==> src/rtl/wvs_pkg.sv <==
// Package for the working-set clock victim selector.
// Holds sizes, register indexes, opcodes and the control/datapath interface structs.
// No dependencies.
`default_nettype none

package wvs_pkg;

  localparam int MAX_FRAMES = 128;
  localparam int FRAME_W    = $clog2(MAX_FRAMES);
  localparam int CNT_W      = $clog2(MAX_FRAMES + 1);
  localparam int TIME_W     = 32;
  localparam int TAU_W      = 32;
  localparam int NFR_W      = 8;

  localparam int CFG_IDX_W  = 1;
  localparam int CFG_DATA_W = 32;

  localparam int IN_FLD_W     = FRAME_W + TIME_W;
  localparam int IN_TDATA_W   = ((IN_FLD_W + 7) / 8) * 8;
  localparam int OUT_TDATA_W  = ((FRAME_W + 7) / 8) * 8;

  localparam logic [CFG_IDX_W-1:0] REG_TAU    = CFG_IDX_W'(0);
  localparam logic [CFG_IDX_W-1:0] REG_FRAMES = CFG_IDX_W'(1);

  localparam logic OP_REF = 1'b0;
  localparam logic OP_SEL = 1'b1;

  localparam logic [TAU_W-1:0] TAU_RST    = TAU_W'(49);
  localparam logic [NFR_W-1:0] FRAMES_RST = NFR_W'(128);

  // controller -> datapath
  typedef struct packed {
    logic accept;     // request taken this cycle
    logic scan_init;  // set up the sweep
    logic scan_step;  // one frame issued / evaluated
    logic finish;     // commit victim
    logic load_out;   // move result into the output register
  } wvs_cmd_t;

  // datapath -> controller
  typedef struct packed {
    logic scan_done;
  } wvs_sts_t;

endpackage

`default_nettype wire

==> src/rtl/wvs_ctrl.sv <==
// Controller FSM for the working-set clock victim selector.
// Sequences accept, sweep, commit and output; depends on wvs_pkg.
`default_nettype none

module wvs_ctrl (
  input  wire                 clk,
  input  wire                 rst_n,
  input  wire                 in_tvalid,
  output logic                in_tready,
  input  wire                 in_op,
  output logic                out_tvalid,
  input  wire                 out_tready,
  output wvs_pkg::wvs_cmd_t   cmd,
  input  wvs_pkg::wvs_sts_t   sts
);
  import wvs_pkg::*;

  typedef enum logic [2:0] {
    ST_IDLE,
    ST_INIT,
    ST_SCAN,
    ST_FINISH,
    ST_DONE
  } state_t;

  state_t state_r, state_nxt;
  logic   out_valid_r, out_valid_nxt;
  logic   accept;
  logic   out_free;

  assign in_tready  = (state_r == ST_IDLE);
  assign accept     = in_tvalid && in_tready;
  assign out_tvalid = out_valid_r;
  assign out_free   = !out_valid_r || out_tready;

  always_comb begin
    state_nxt     = state_r;
    out_valid_nxt = out_valid_r && !out_tready;
    cmd           = '0;
    cmd.accept    = accept;
    unique case (state_r)
      ST_IDLE: begin
        if (accept) begin
          state_nxt = (in_op == OP_SEL) ? ST_INIT : ST_DONE;
        end
      end
      ST_INIT: begin
        cmd.scan_init = 1'b1;
        state_nxt     = ST_SCAN;
      end
      ST_SCAN: begin
        cmd.scan_step = 1'b1;
        if (sts.scan_done) begin
          state_nxt = ST_FINISH;
        end
      end
      ST_FINISH: begin
        cmd.finish = 1'b1;
        state_nxt  = ST_DONE;
      end
      ST_DONE: begin
        // wait here while the previous result is still unclaimed
        if (out_free) begin
          cmd.load_out  = 1'b1;
          out_valid_nxt = 1'b1;
          state_nxt     = ST_IDLE;
        end
      end
      default: state_nxt = ST_IDLE;
    endcase
  end

  always_ff @(posedge clk) begin
    if (!rst_n) begin
      state_r     <= ST_IDLE;
      out_valid_r <= 1'b0;
    end else begin
      state_r     <= state_nxt;
      out_valid_r <= out_valid_nxt;
    end
  end

endmodule

`default_nettype wire

==> src/rtl/wvs_dpath.sv <==
// Datapath for the working-set clock victim selector: config registers, frame
// time memory, referenced bits, sweep pipeline and result register. Uses wvs_pkg.
`default_nettype none

module wvs_dpath (
  input  wire                                clk,
  input  wire                                rst_n,
  input  wvs_pkg::wvs_cmd_t                  cmd,
  output wvs_pkg::wvs_sts_t                  sts,
  input  wire                                in_op,
  input  wire  [wvs_pkg::FRAME_W-1:0]        in_frame,
  input  wire  [wvs_pkg::TIME_W-1:0]         in_now,
  input  wire                                cfg_wr_en,
  input  wire  [wvs_pkg::CFG_IDX_W-1:0]      cfg_addr,
  input  wire  [wvs_pkg::CFG_DATA_W-1:0]     cfg_wdata,
  output logic [wvs_pkg::FRAME_W-1:0]        res_frame,
  output logic                               res_victim
);
  import wvs_pkg::*;

  // config
  logic [TAU_W-1:0]   tau_r;
  logic [NFR_W-1:0]   frames_r;

  // frame state
  logic [TIME_W-1:0]      time_mem [MAX_FRAMES];
  logic [MAX_FRAMES-1:0]  time_vld_r;
  logic [MAX_FRAMES-1:0]  ref_bits_r;
  logic [FRAME_W-1:0]     scan_start_r;

  // sweep state
  logic [TIME_W-1:0]  now_r;
  logic [CNT_W-1:0]   n_r;
  logic [FRAME_W-1:0] start_r;
  logic [FRAME_W-1:0] issue_ptr_r;
  logic [CNT_W-1:0]   issue_left_r;
  logic               ev_vld_r;
  logic [FRAME_W-1:0] ev_pos_r;
  logic [TIME_W-1:0]  rd_q_r;
  logic               rd_v_r;
  logic               stop_r;
  logic               have_r;
  logic [FRAME_W-1:0] cand_r;
  logic [TIME_W-1:0]  cand_age_r;
  logic [FRAME_W-1:0] res_frame_r;
  logic               res_victim_r;
  logic [FRAME_W-1:0] out_frame_r;
  logic               out_victim_r;

  logic [CNT_W-1:0]   n_eff;
  logic [FRAME_W-1:0] start_eff;
  logic               issue;
  logic [CNT_W-1:0]   ptr_inc;
  logic [FRAME_W-1:0] ptr_next;
  logic               ev_act;
  logic               ev_ref;
  logic [TIME_W-1:0]  ev_time;
  logic [TIME_W-1:0]  ev_age;
  logic               ev_over;
  logic               ev_better;
  logic [FRAME_W-1:0] victim;
  logic [CNT_W-1:0]   victim_inc;
  logic               wr_en;
  logic [FRAME_W-1:0] wr_addr;

  // clamp frame count to 1..MAX_FRAMES
  always_comb begin
    if (frames_r == '0) begin
      n_eff = CNT_W'(1);
    end else if (CNT_W'(frames_r) > CNT_W'(MAX_FRAMES)) begin
      n_eff = CNT_W'(MAX_FRAMES);
    end else begin
      n_eff = CNT_W'(frames_r);
    end
    start_eff = (CNT_W'(scan_start_r) < n_eff) ? scan_start_r : '0;
  end

  assign issue    = cmd.scan_step && (issue_left_r != '0) && !stop_r;
  assign ptr_inc  = CNT_W'(issue_ptr_r) + CNT_W'(1);
  assign ptr_next = (ptr_inc >= n_r) ? '0 : ptr_inc[FRAME_W-1:0];

  assign ev_act    = cmd.scan_step && ev_vld_r && !stop_r;
  assign ev_ref    = ref_bits_r[ev_pos_r];
  assign ev_time   = rd_v_r ? rd_q_r : '0;
  assign ev_age    = now_r - ev_time;
  assign ev_over   = ev_age > tau_r;
  assign ev_better = !have_r || (ev_age > cand_age_r);

  assign victim     = have_r ? cand_r : start_r;
  assign victim_inc = CNT_W'(victim) + CNT_W'(1);

  // one write port: referenced frames during the sweep, victim at commit
  assign wr_en   = (ev_act && ev_ref) || cmd.finish;
  assign wr_addr = cmd.finish ? victim : ev_pos_r;

  assign sts.scan_done = stop_r || ((issue_left_r == '0) && !ev_vld_r);

  always_ff @(posedge clk) begin
    if (wr_en) begin
      time_mem[wr_addr] <= now_r;
    end
    if (issue) begin
      rd_q_r <= time_mem[issue_ptr_r];
    end
  end

  always_ff @(posedge clk) begin
    if (!rst_n) begin
      tau_r        <= TAU_RST;
      frames_r     <= FRAMES_RST;
      time_vld_r   <= '0;
      ref_bits_r   <= '0;
      scan_start_r <= '0;
      ev_vld_r     <= 1'b0;
      stop_r       <= 1'b0;
      have_r       <= 1'b0;
      issue_left_r <= '0;
    end else begin
      if (cfg_wr_en) begin
        unique case (cfg_addr)
          REG_TAU:    tau_r    <= cfg_wdata[TAU_W-1:0];
          REG_FRAMES: frames_r <= cfg_wdata[NFR_W-1:0];
          default:    ;
        endcase
      end
      if (cmd.accept && (in_op == OP_REF)) begin
        ref_bits_r[in_frame] <= 1'b1;
      end
      if (wr_en) begin
        time_vld_r[wr_addr] <= 1'b1;
      end
      if (cmd.scan_init) begin
        issue_ptr_r  <= start_eff;
        issue_left_r <= n_eff;
        ev_vld_r     <= 1'b0;
        stop_r       <= 1'b0;
        have_r       <= 1'b0;
      end
      if (cmd.scan_step) begin
        ev_vld_r <= issue;
        if (issue) begin
          rd_v_r       <= time_vld_r[issue_ptr_r];
          ev_pos_r     <= issue_ptr_r;
          issue_ptr_r  <= ptr_next;
          issue_left_r <= issue_left_r - CNT_W'(1);
        end
      end
      if (ev_act) begin
        if (ev_ref) begin
          ref_bits_r[ev_pos_r] <= 1'b0;
        end else if (ev_over) begin
          cand_r <= ev_pos_r;
          have_r <= 1'b1;
          stop_r <= 1'b1;
        end else if (ev_better) begin
          cand_r     <= ev_pos_r;
          cand_age_r <= ev_age;
          have_r     <= 1'b1;
        end
      end
      if (cmd.finish) begin
        scan_start_r <= (victim_inc >= n_r) ? '0 : victim_inc[FRAME_W-1:0];
      end
    end
  end

  // payload registers
  always_ff @(posedge clk) begin
    if (cmd.accept) begin
      now_r        <= in_now;
      res_victim_r <= 1'b0;
      res_frame_r  <= '0;
    end
    if (cmd.scan_init) begin
      n_r     <= n_eff;
      start_r <= start_eff;
    end
    if (cmd.finish) begin
      res_victim_r <= 1'b1;
      res_frame_r  <= victim;
    end
    if (cmd.load_out) begin
      out_frame_r  <= res_frame_r;
      out_victim_r <= res_victim_r;
    end
  end

  assign res_frame  = out_frame_r;
  assign res_victim = out_victim_r;

endmodule

`default_nettype wire

==> src/rtl/wsclock_victim_select_top.sv <==
// Top level of the working-set clock victim selector.
// Instantiates wvs_ctrl and wvs_dpath; uses wvs_pkg.
//
//  channel   dir  ports                 contents (low bit first)
//  -------   ---  --------------------  ---------------------------------------
//  in_       in   tvalid/tready/tdata   tdata: frame_index[6:0], now[38:7], pad
//                 tuser                 tuser: opcode (0 reference, 1 select)
//  out_      out  tvalid/tready/tdata   tdata: victim_frame[6:0], pad
//                 tuser                 tuser: is_victim
//  cfg_      in   wr_en/addr/wdata      addr 0 tau, addr 1 frames_in_use
//
// One request at a time. A reference goes from accept straight to the output state;
// a select passes through init, the sweep and commit first, the sweep reading the frame
// time memory one frame per cycle. Either waits there until the output register is free.
// A select ends early at the first unreferenced frame older than tau.
// Synchronous active-low reset restores tau 49, 128 frames, all frames clear.
// A new request is accepted while the previous result waits at the output.
`default_nettype none

module wsclock_victim_select_top (
  input  wire                                 clk,
  input  wire                                 rst_n,
  input  wire                                 in_tvalid,
  output logic                                in_tready,
  input  wire  [wvs_pkg::IN_TDATA_W-1:0]      in_tdata,   // frame_index, now, pad
  input  wire                                 in_tuser,   // opcode
  output logic                                out_tvalid,
  input  wire                                 out_tready,
  output logic [wvs_pkg::OUT_TDATA_W-1:0]     out_tdata,  // victim_frame, pad
  output logic                                out_tuser,  // is_victim
  input  wire                                 cfg_wr_en,
  input  wire  [wvs_pkg::CFG_IDX_W-1:0]       cfg_addr,
  input  wire  [wvs_pkg::CFG_DATA_W-1:0]      cfg_wdata
);
  import wvs_pkg::*;

  wvs_cmd_t           cmd;
  wvs_sts_t           sts;
  logic [FRAME_W-1:0] res_frame;
  logic               res_victim;

  wvs_ctrl u_ctrl (
    .clk        (clk),
    .rst_n      (rst_n),
    .in_tvalid  (in_tvalid),
    .in_tready  (in_tready),
    .in_op      (in_tuser),
    .out_tvalid (out_tvalid),
    .out_tready (out_tready),
    .cmd        (cmd),
    .sts        (sts)
  );

  wvs_dpath u_dpath (
    .clk        (clk),
    .rst_n      (rst_n),
    .cmd        (cmd),
    .sts        (sts),
    .in_op      (in_tuser),
    .in_frame   (in_tdata[FRAME_W-1:0]),
    .in_now     (in_tdata[FRAME_W +: TIME_W]),
    .cfg_wr_en  (cfg_wr_en),
    .cfg_addr   (cfg_addr),
    .cfg_wdata  (cfg_wdata),
    .res_frame  (res_frame),
    .res_victim (res_victim)
  );

  assign out_tdata = OUT_TDATA_W'(res_frame);
  assign out_tuser = res_victim;

endmodule

`default_nettype wire
==> config.mk <==
export PLATFORM = sky130hd
export DESIGN_NAME = wsclock_victim_select_top
export DESIGN_NICKNAME = d
export VERILOG_FILES = /design/src/rtl/wvs_pkg.sv /design/src/rtl/wvs_ctrl.sv /design/src/rtl/wvs_dpath.sv /design/src/rtl/wsclock_victim_select_top.sv
export SDC_FILE = /design/constraint.sdc
export NUM_CORES = 2
export LEC_CHECK = 0
export BUFFER_PORTS_ARGS = -buffer_cell sky130_fd_sc_hd__buf_4
export CAP_MARGIN = 20
export CELL_PAD_IN_SITES_DETAIL_PLACEMENT = 0
export CELL_PAD_IN_SITES_GLOBAL_PLACEMENT = 1
export CORE_ASPECT_RATIO = 1.5
export CORE_MARGIN = 4
export CORE_UTILIZATION = 25
export DETAILED_ROUTE_END_ITERATION = 12
export PLACE_DENSITY = 0.42
export SLEW_MARGIN = 20
export SYNTH_ARGS = -nofsm -noshare
export SYNTH_HDL_FRONTEND = slang
export SYNTH_HIERARCHICAL = 1
export SYNTH_SLANG_ARGS = --single-unit
==> constraint.sdc <==
create_clock -name clk -period 8.2 [get_ports clk]
set_clock_uncertainty 0.2 [all_clocks]
set_input_delay 2.46 -clock clk [delete_from_list [all_inputs] [get_ports clk]]
set_output_delay 2.46 -clock clk [all_outputs]
set_load 0.02 [all_outputs]
; After elaboration in Yosys (flattened, before gate mapping)
; Memories as Yosys holds them, arrays and structs flattened. A register that Yosys moved wholly into a read port is not among the register bits.
; Cells that the tools add are included.
[totals]
n_memories = 1
output_inout_bits = 11
in_bits = 79
ram_bits = 4096
register_bits = 435
wordCells = 147
[memory_table]
columns = memory, words, width, rd, rd_ports_with_merged_regs, write_ports, line_no
row1 = u_dpath.time_mem, 128, 32, 1, 1, 1, wvs_dpath.sv:26  ; logic [TIME_W-1:0] time_mem [MAX_FRAMES];
[op_classes]
n_eq_ne = 7
muxes = 57
n_lt_le_gt_ge = 13
bitwise = 8
n_addsub = 4
reduce_logical = 34
[op_table]
columns = op, count
row1 = $mux W128, 4
row2 = $or A128 B128 Y128, 2
row3 = $and A128 B128 Y128, 1
row4 = $not A128 Y128, 1
row5 = $mux W7, 12
row6 = $gt A32 B32 Y1, 2
row7 = $mux W8, 5
row8 = $lt A7 B8 Y1 const B, 4
row9 = $mux W32, 1
row10 = $sub A32 B32 Y32, 1
row11 = $mux W1, 25
row12 = $demux W1 S7, 3
row13 = $ge A7 B1 Y1 const B, 3
row14 = $add A7 B1 Y8 const B, 2
row15 = $ge A8 B8 Y1, 2
row16 = $logic_not A8 Y1, 2
row17 = $pmux W3 S5, 1
row18 = $bmux W1 S7, 2
row19 = $logic_and A1 B1 Y1, 12
row20 = $mux W3, 4
row21 = $gt A8 B8 Y1 const B, 1
row22 = $lt A7 B8 Y1, 1
row23 = $reduce_bool A8 Y1, 1
row24 = $sub A8 B1 Y8 const B, 1
row25 = 14 further kinds, 30

; Logic depth before layout (Yosys ltp)
[depth]
word_depth = 10
mapped_depth = 21
depth_no_buf = 21

; By module
; The synthesis kept the hierarchy.
[modules_own_cells]
columns = module, cells_each, seq_area_each_um2, area_each_um2, instances
row1 = wvs_dpath, 8439, 133748.3, 179249.4, 1
row2 = wvs_ctrl, 30, 80.1, 240.2, 1
row3 = wsclock_victim_select_top, 2, 0.0, 11.3, 1

; Worst setup path before layout
; OpenSTA, ideal clock, no wires.
[synth_timing]
path_type = register to register
startpoint = register u_dpath.now_r[4]
endpoint = register u_dpath.cand_age_r[0], enable pin
synth_period_minus_slack_ns = 6.496
arrival_ns = 5.904
stages_incl_launch_ff = 18
path_slack_ns = 1.704
n_path_buf = 0
setup_ns = 0.392
required_time_ns = 7.608
path_cell_list = edfxtp_1 ha_1 a21o_1 or2_2 o221ai_1 a311oi_1 o21ai_0 o211ai_1 or4_1 nand3_1 ha_1 nand4_1 nor2_1 nand3_1 a211oi_1 nor4b_1 a21oi_1 and3b_1
[synth_via]
elab_chain_len = 4
elab_cells_between_ends = 6
classes_between = 1 x add/sub / 2 x order compare / 1 x bitwise / 2 x reduce/logical
[synth_lines]
columns = item, line_no
row1 = "start, declared", wvs_dpath.sv:32  ; logic [TIME_W-1:0] now_r;
row2 = "start signal, assigned", wvs_dpath.sv:170  ; now_r <= in_now;
row3 = $sub A32 B32 Y32 (*), wvs_dpath.sv:85  ; assign ev_age = now_r - ev_time;
row4 = via u_dpath.ev_age[31], wvs_dpath.sv:58  ; logic [TIME_W-1:0] ev_age;
row5 = "$gt A32 B32 Y1, on equally long branches", "wvs_dpath.sv:87, wvs_dpath.sv:86"
row6 = $logic_or A1 B1 Y1 / $not A1 Y1 (equally long branches), -
row7 = $reduce_and A5 Y1 (no line) (*), -
row8 = "end signal, assigned", wvs_dpath.sv:157  ; cand_age_r <= ev_age;
row9 = "end, declared", wvs_dpath.sv:44  ; logic [TIME_W-1:0] cand_age_r;
; The timed path passes the listed nets; every way through them passes the cells marked *.
; A chain may end at the register's enable or synchronous reset.

; Worst setup path in the final report
[layout_timing]
startpoint = register u_dpath.rd_v_r
endpoint = register u_dpath.cand_r[2], enable pin
[layout_via]
elab_chain_len = 6
elab_cells_between_ends = 7
classes_between = 1 x add/sub / 2 x order compare / 1 x mux / 3 x reduce/logical
[layout_lines]
columns = item, line_no
row1 = "start, declared", wvs_dpath.sv:40  ; logic rd_v_r;
row2 = "start signal, assigned", wvs_dpath.sv:142  ; rd_v_r <= time_vld_r[issue_ptr_r];
row3 = $mux W32 (*), wvs_dpath.sv:84  ; assign ev_time = rd_v_r ? rd_q_r : '0;
row4 = $sub A32 B32 Y32 (*), wvs_dpath.sv:85
row5 = via u_dpath.ev_age[30], wvs_dpath.sv:58
row6 = $gt A32 B32 Y1, wvs_dpath.sv:87  ; assign ev_better = !have_r || (ev_age > cand_age_r);
row7 = $logic_or A1 B1 Y1, wvs_dpath.sv:87
row8 = $reduce_bool A2 Y1 (no line) (*), -
row9 = $reduce_and A4 Y1 (no line) (*), -
row10 = "end signal, assigned", wvs_dpath.sv:152  ; cand_r <= ev_pos_r;
row11 = "end signal, assigned", wvs_dpath.sv:156  ; cand_r <= ev_pos_r;
row12 = "end, declared", wvs_dpath.sv:43  ; logic [FRAME_W-1:0] cand_r;
; Marks and branches as above.

==> flow_summary.yaml <==
job:
  drv_cap: 0
timing:
  setup_violations: 0
  rsz0062_at_grt: "false"
  hold_viol_final: 0
  timing.final.crit_share: 0.840
  tns_ns: 0
  max_freq_ghz: 0.145
  slew_headroom: 0.262
  slew_violations: 0
  setup_ws_ns: 1.32
  period_needed_ns: 6.88
  worst_pin_slew_ns: 1.10
floorplanning:
  chipHeight_mm: 1.05
  rows: 381
  die-area_sq_um: 732000
  io_pins: 90
  die_x_um: 700
  start_util: 0.251
  floorplan.core_area_sq_um: 716000
clocking:
  cts_hold_buf: 0
  root_buffer: "clkbuf_16"
  cts_tree: "yes"
  worstSkewPairLatency_ns: 1.04
  cts_max_level: 5
  clockBufferDepth: 5
  ctsResizeCount: 0
  cts_sinks: 4563
  cts_buffers: 459
  clk_pin_slew_ns: 0.06
  cts_setup_buffers: 0
grt:
  grt_pass1_wl_mm: 812
  grtUsageTotal: 0.160
  grt_max_degree: 129
  gr-total-overflow: 0
  antenna_found_initial: 87
  grt_pass1_vias: 95243
power:
  peakVddDrop_mv: 0.167
  p_leak_nw: 63.0
  p_per_area_nw_per_um2: 253
route:
  drt-initial-drc-count: 7918
  via_per_inst: 4.73
  antenna_left: 0
  wirelength_mm: 595
  wl_per_cell_um: 31.4
  drc: 0
  first_pass_iters: 6
  vias: 89577
synthesis:
  ys.flop_type: "edfxtp_1"
  synth-edff-count: 4244
  synth.top_cell.area_share: 0.710
  synth-seq-cells: 4563
  syn-num-nets: 8672
  synth_warnings: 6
  ys_seq_area_frac: 0.746
  netlist_area_sq_um: 180000
  synth.avg_cell_area_sq_um: 21.2
  synth_cell_types: 69
  synth_area_leaders: "edfxtp_1, mux4_2, dfxtp_1"
  async_reset_ff_frac: 0
  syn_inst: 8471
  synth_top_area_cell: "edfxtp_1"
finish:
  n_fill_cell: 69766
  area_delta_synth_final_pct: 17.0
  drive_gt1_frac: 0.292
  nets: 9045
place:
  gp_congestion: 0.787
  place_ws_ns: 1.41
  place_hpwl_mm: 347
  io_buffers: 87
critical_path:
  path_max_fanout: 21
  path_class: "reg2reg"
  endpoint_kind: "register"
  critPathLaunchType: "register"
  cp.required_ns: 8.64
  cp.arrival_ns: 7.33
min_path:
  hold_class: "reg2reg"
run_status:
  status: "finished clean"
==> cell families after synthesis <==
family | after synthesis | share of synthesized area
AOI/OAI and AO/OA | 815 | 0.0308
and+or+nand+nor | 854 | 0.0205
xor gates and xnor gates | 38 | 0.00185
other | 1 | 0.0000209
adders and majority gates | 122 | 0.00855
buffers and inverters | 619 | 0.0140
DFF | 4563 | 0.746
muxes | 1459 | 0.179
==> where the power goes <==
part	leakage, nW	total, mW	internal [mW]	switching [mW]
sequential	40.7	25.9	25.8	0.0885
clock	7.21	21.2	12.0	9.13
combinational	15.1	6.06	2.23	3.83
==> layout make-up <==
cell class                      count  area, sq um  share of cell area
Sequential cell                  4563       134000               0.637
Multi-Input combinational cell   3289        45000               0.214
Clock buffer                      540        12000              0.0573
Tap cell                         9575        12000              0.0571
Timing Repair Buffer              424         3670              0.0175
Clock inverter                    286         2730              0.0130
Inverter                          107          402             0.00191
Antenna cell                      147          368             0.00175
==> worst max-delay path, cell delays in order, from the launching register on <==
cell      delay (ns)
edfxtp_1        0.65
buf_4           0.36
nand2_1         0.09
ha_1            0.35
and3_1          0.23
a221oi_1        0.29
a21boi_0        0.44
a21oi_1         0.32
a211oi_1        0.56
o31ai_1         0.17
a21oi_1         0.20
xnor2_1         0.18
ha_1            0.33
nand4_1         0.17
nor4_1          0.44
nand2_1         0.08
o21ai_0         0.38
nor2_1          0.22
nor3_1          0.83
==> stage by stage <==
step	power (mW)	util	hold slack (ns)	std cells	cell area, sq um
floorplan	29.8	-	0.200	8471	180000
global placement	32.6	0.272	0.222	17954	195000
detailed placement	32.7	0.272	0.205	17957	195000
CTS	54.0	0.292	0.218	18783	210000
global route	55.0	0.293	0.237	18911	210000
finish	53.1	0.293	0.219	18931	210000
==> state kept, by name, summed over array words and instances (netlist names), 3 cells and up <==
| name | count |
|---|---|
| u_dpath/cand_r | 7 |
| u_dpath/res_frame | 7 |
| u_dpath/ref_bits_r | 128 |
| u_dpath/cand_age_r | 32 |
| u_dpath/time_vld_r | 128 |
| u_dpath/res_frame_r | 7 |
| u_dpath/ev_pos_r | 7 |
| u_dpath/tau_r | 32 |
| u_dpath/n_r | 8 |
| u_dpath/scan_start_r | 7 |
| u_dpath/now_r | 32 |
| u_dpath/time_mem | 4096 |
| u_dpath/issue_ptr_r | 7 |
| u_ctrl/state_r | 3 |
| u_dpath/start_r | 7 |
| u_dpath/frames_r | 8 |
| u_dpath/rd_q_r | 32 |
| u_dpath/issue_left_r | 8 |
==> cell usage after synthesis, types with 5 or more instances <==
cell type / n
nand2_1: 406
o221ai_1: 133
o21bai_1: 6
nor2b_1: 24
a2111oi_0: 7
a31oi_1: 137
inv_1: 105
xor2_1: 13
mux4_2: 1393
edfxtp_1: 4244
o211ai_1: 7
nor3_1: 27
o21ai_0: 180
ha_1: 121
and3_1: 16
a211oi_1: 141
nor3b_1: 6
and2_1: 17
nand2b_1: 22
a221oi_1: 14
mux2i_1: 29
a21boi_0: 5
a21o_1: 25
dfxtp_1: 319
a221o_1: 9
mux2_2: 37
nor2_1: 238
xnor2_1: 25
a32o_1: 8
nand3_1: 51
o21a_1: 6
buf_2: 123
buf_4: 6
nand4_1: 14
a211o_1: 5
or2_2: 6
clkbuf_1: 329
buf_1: 52
a21oi_1: 101
==> per-layer routing <==
layer | up-vias | GRT usage | wire (um)
li1 | 36494 | - | -
met1 | 50004 | 0.201 | 245000
met2 | 2316 | 0.285 | 308000
met3 | 749 | 0.0198 | 24000
met4 | 14 | 0.0486 | 18600
met5 | - | 0 | 93
==> worst paths after layout <==
check / startpoint / end / slack, ns / depth (start not counted)
hold reg to reg: u_dpath/res_frame_r[4] / u_dpath/res_frame[4] / 0.22 / 0
setup reg to reg: u_dpath/rd_v_r / u_dpath/cand_r[2] / 1.32 / 18
hold / removal: u_dpath/res_frame_r[4] / u_dpath/res_frame[4] / 0.22 / 0
setup / recovery: u_dpath/rd_v_r / u_dpath/cand_r[2] / 1.32 / 18
==> cell usage in the layout, fill, tap and decap left out, types with 37 or more instances in the layout <==
master and n:
clkbuf_16 468, ha_1 121, mux4_2 1393, a31oi_1 137
buf_4 383, clkinv_2 94, diode_2 147, mux2_2 37
inv_1 104, bufinv_16 51, o21ai_0 179, edfxtp_1 4244
a21oi_1 101, dfxtp_1 319, nand3_1 43, a211oi_4 128
clkinv_1 98, clkbuf_1 68, o221ai_1 133, nor2_1 227
nand2_1 399
No activity file was read; power rests on OpenSTA's default activity.
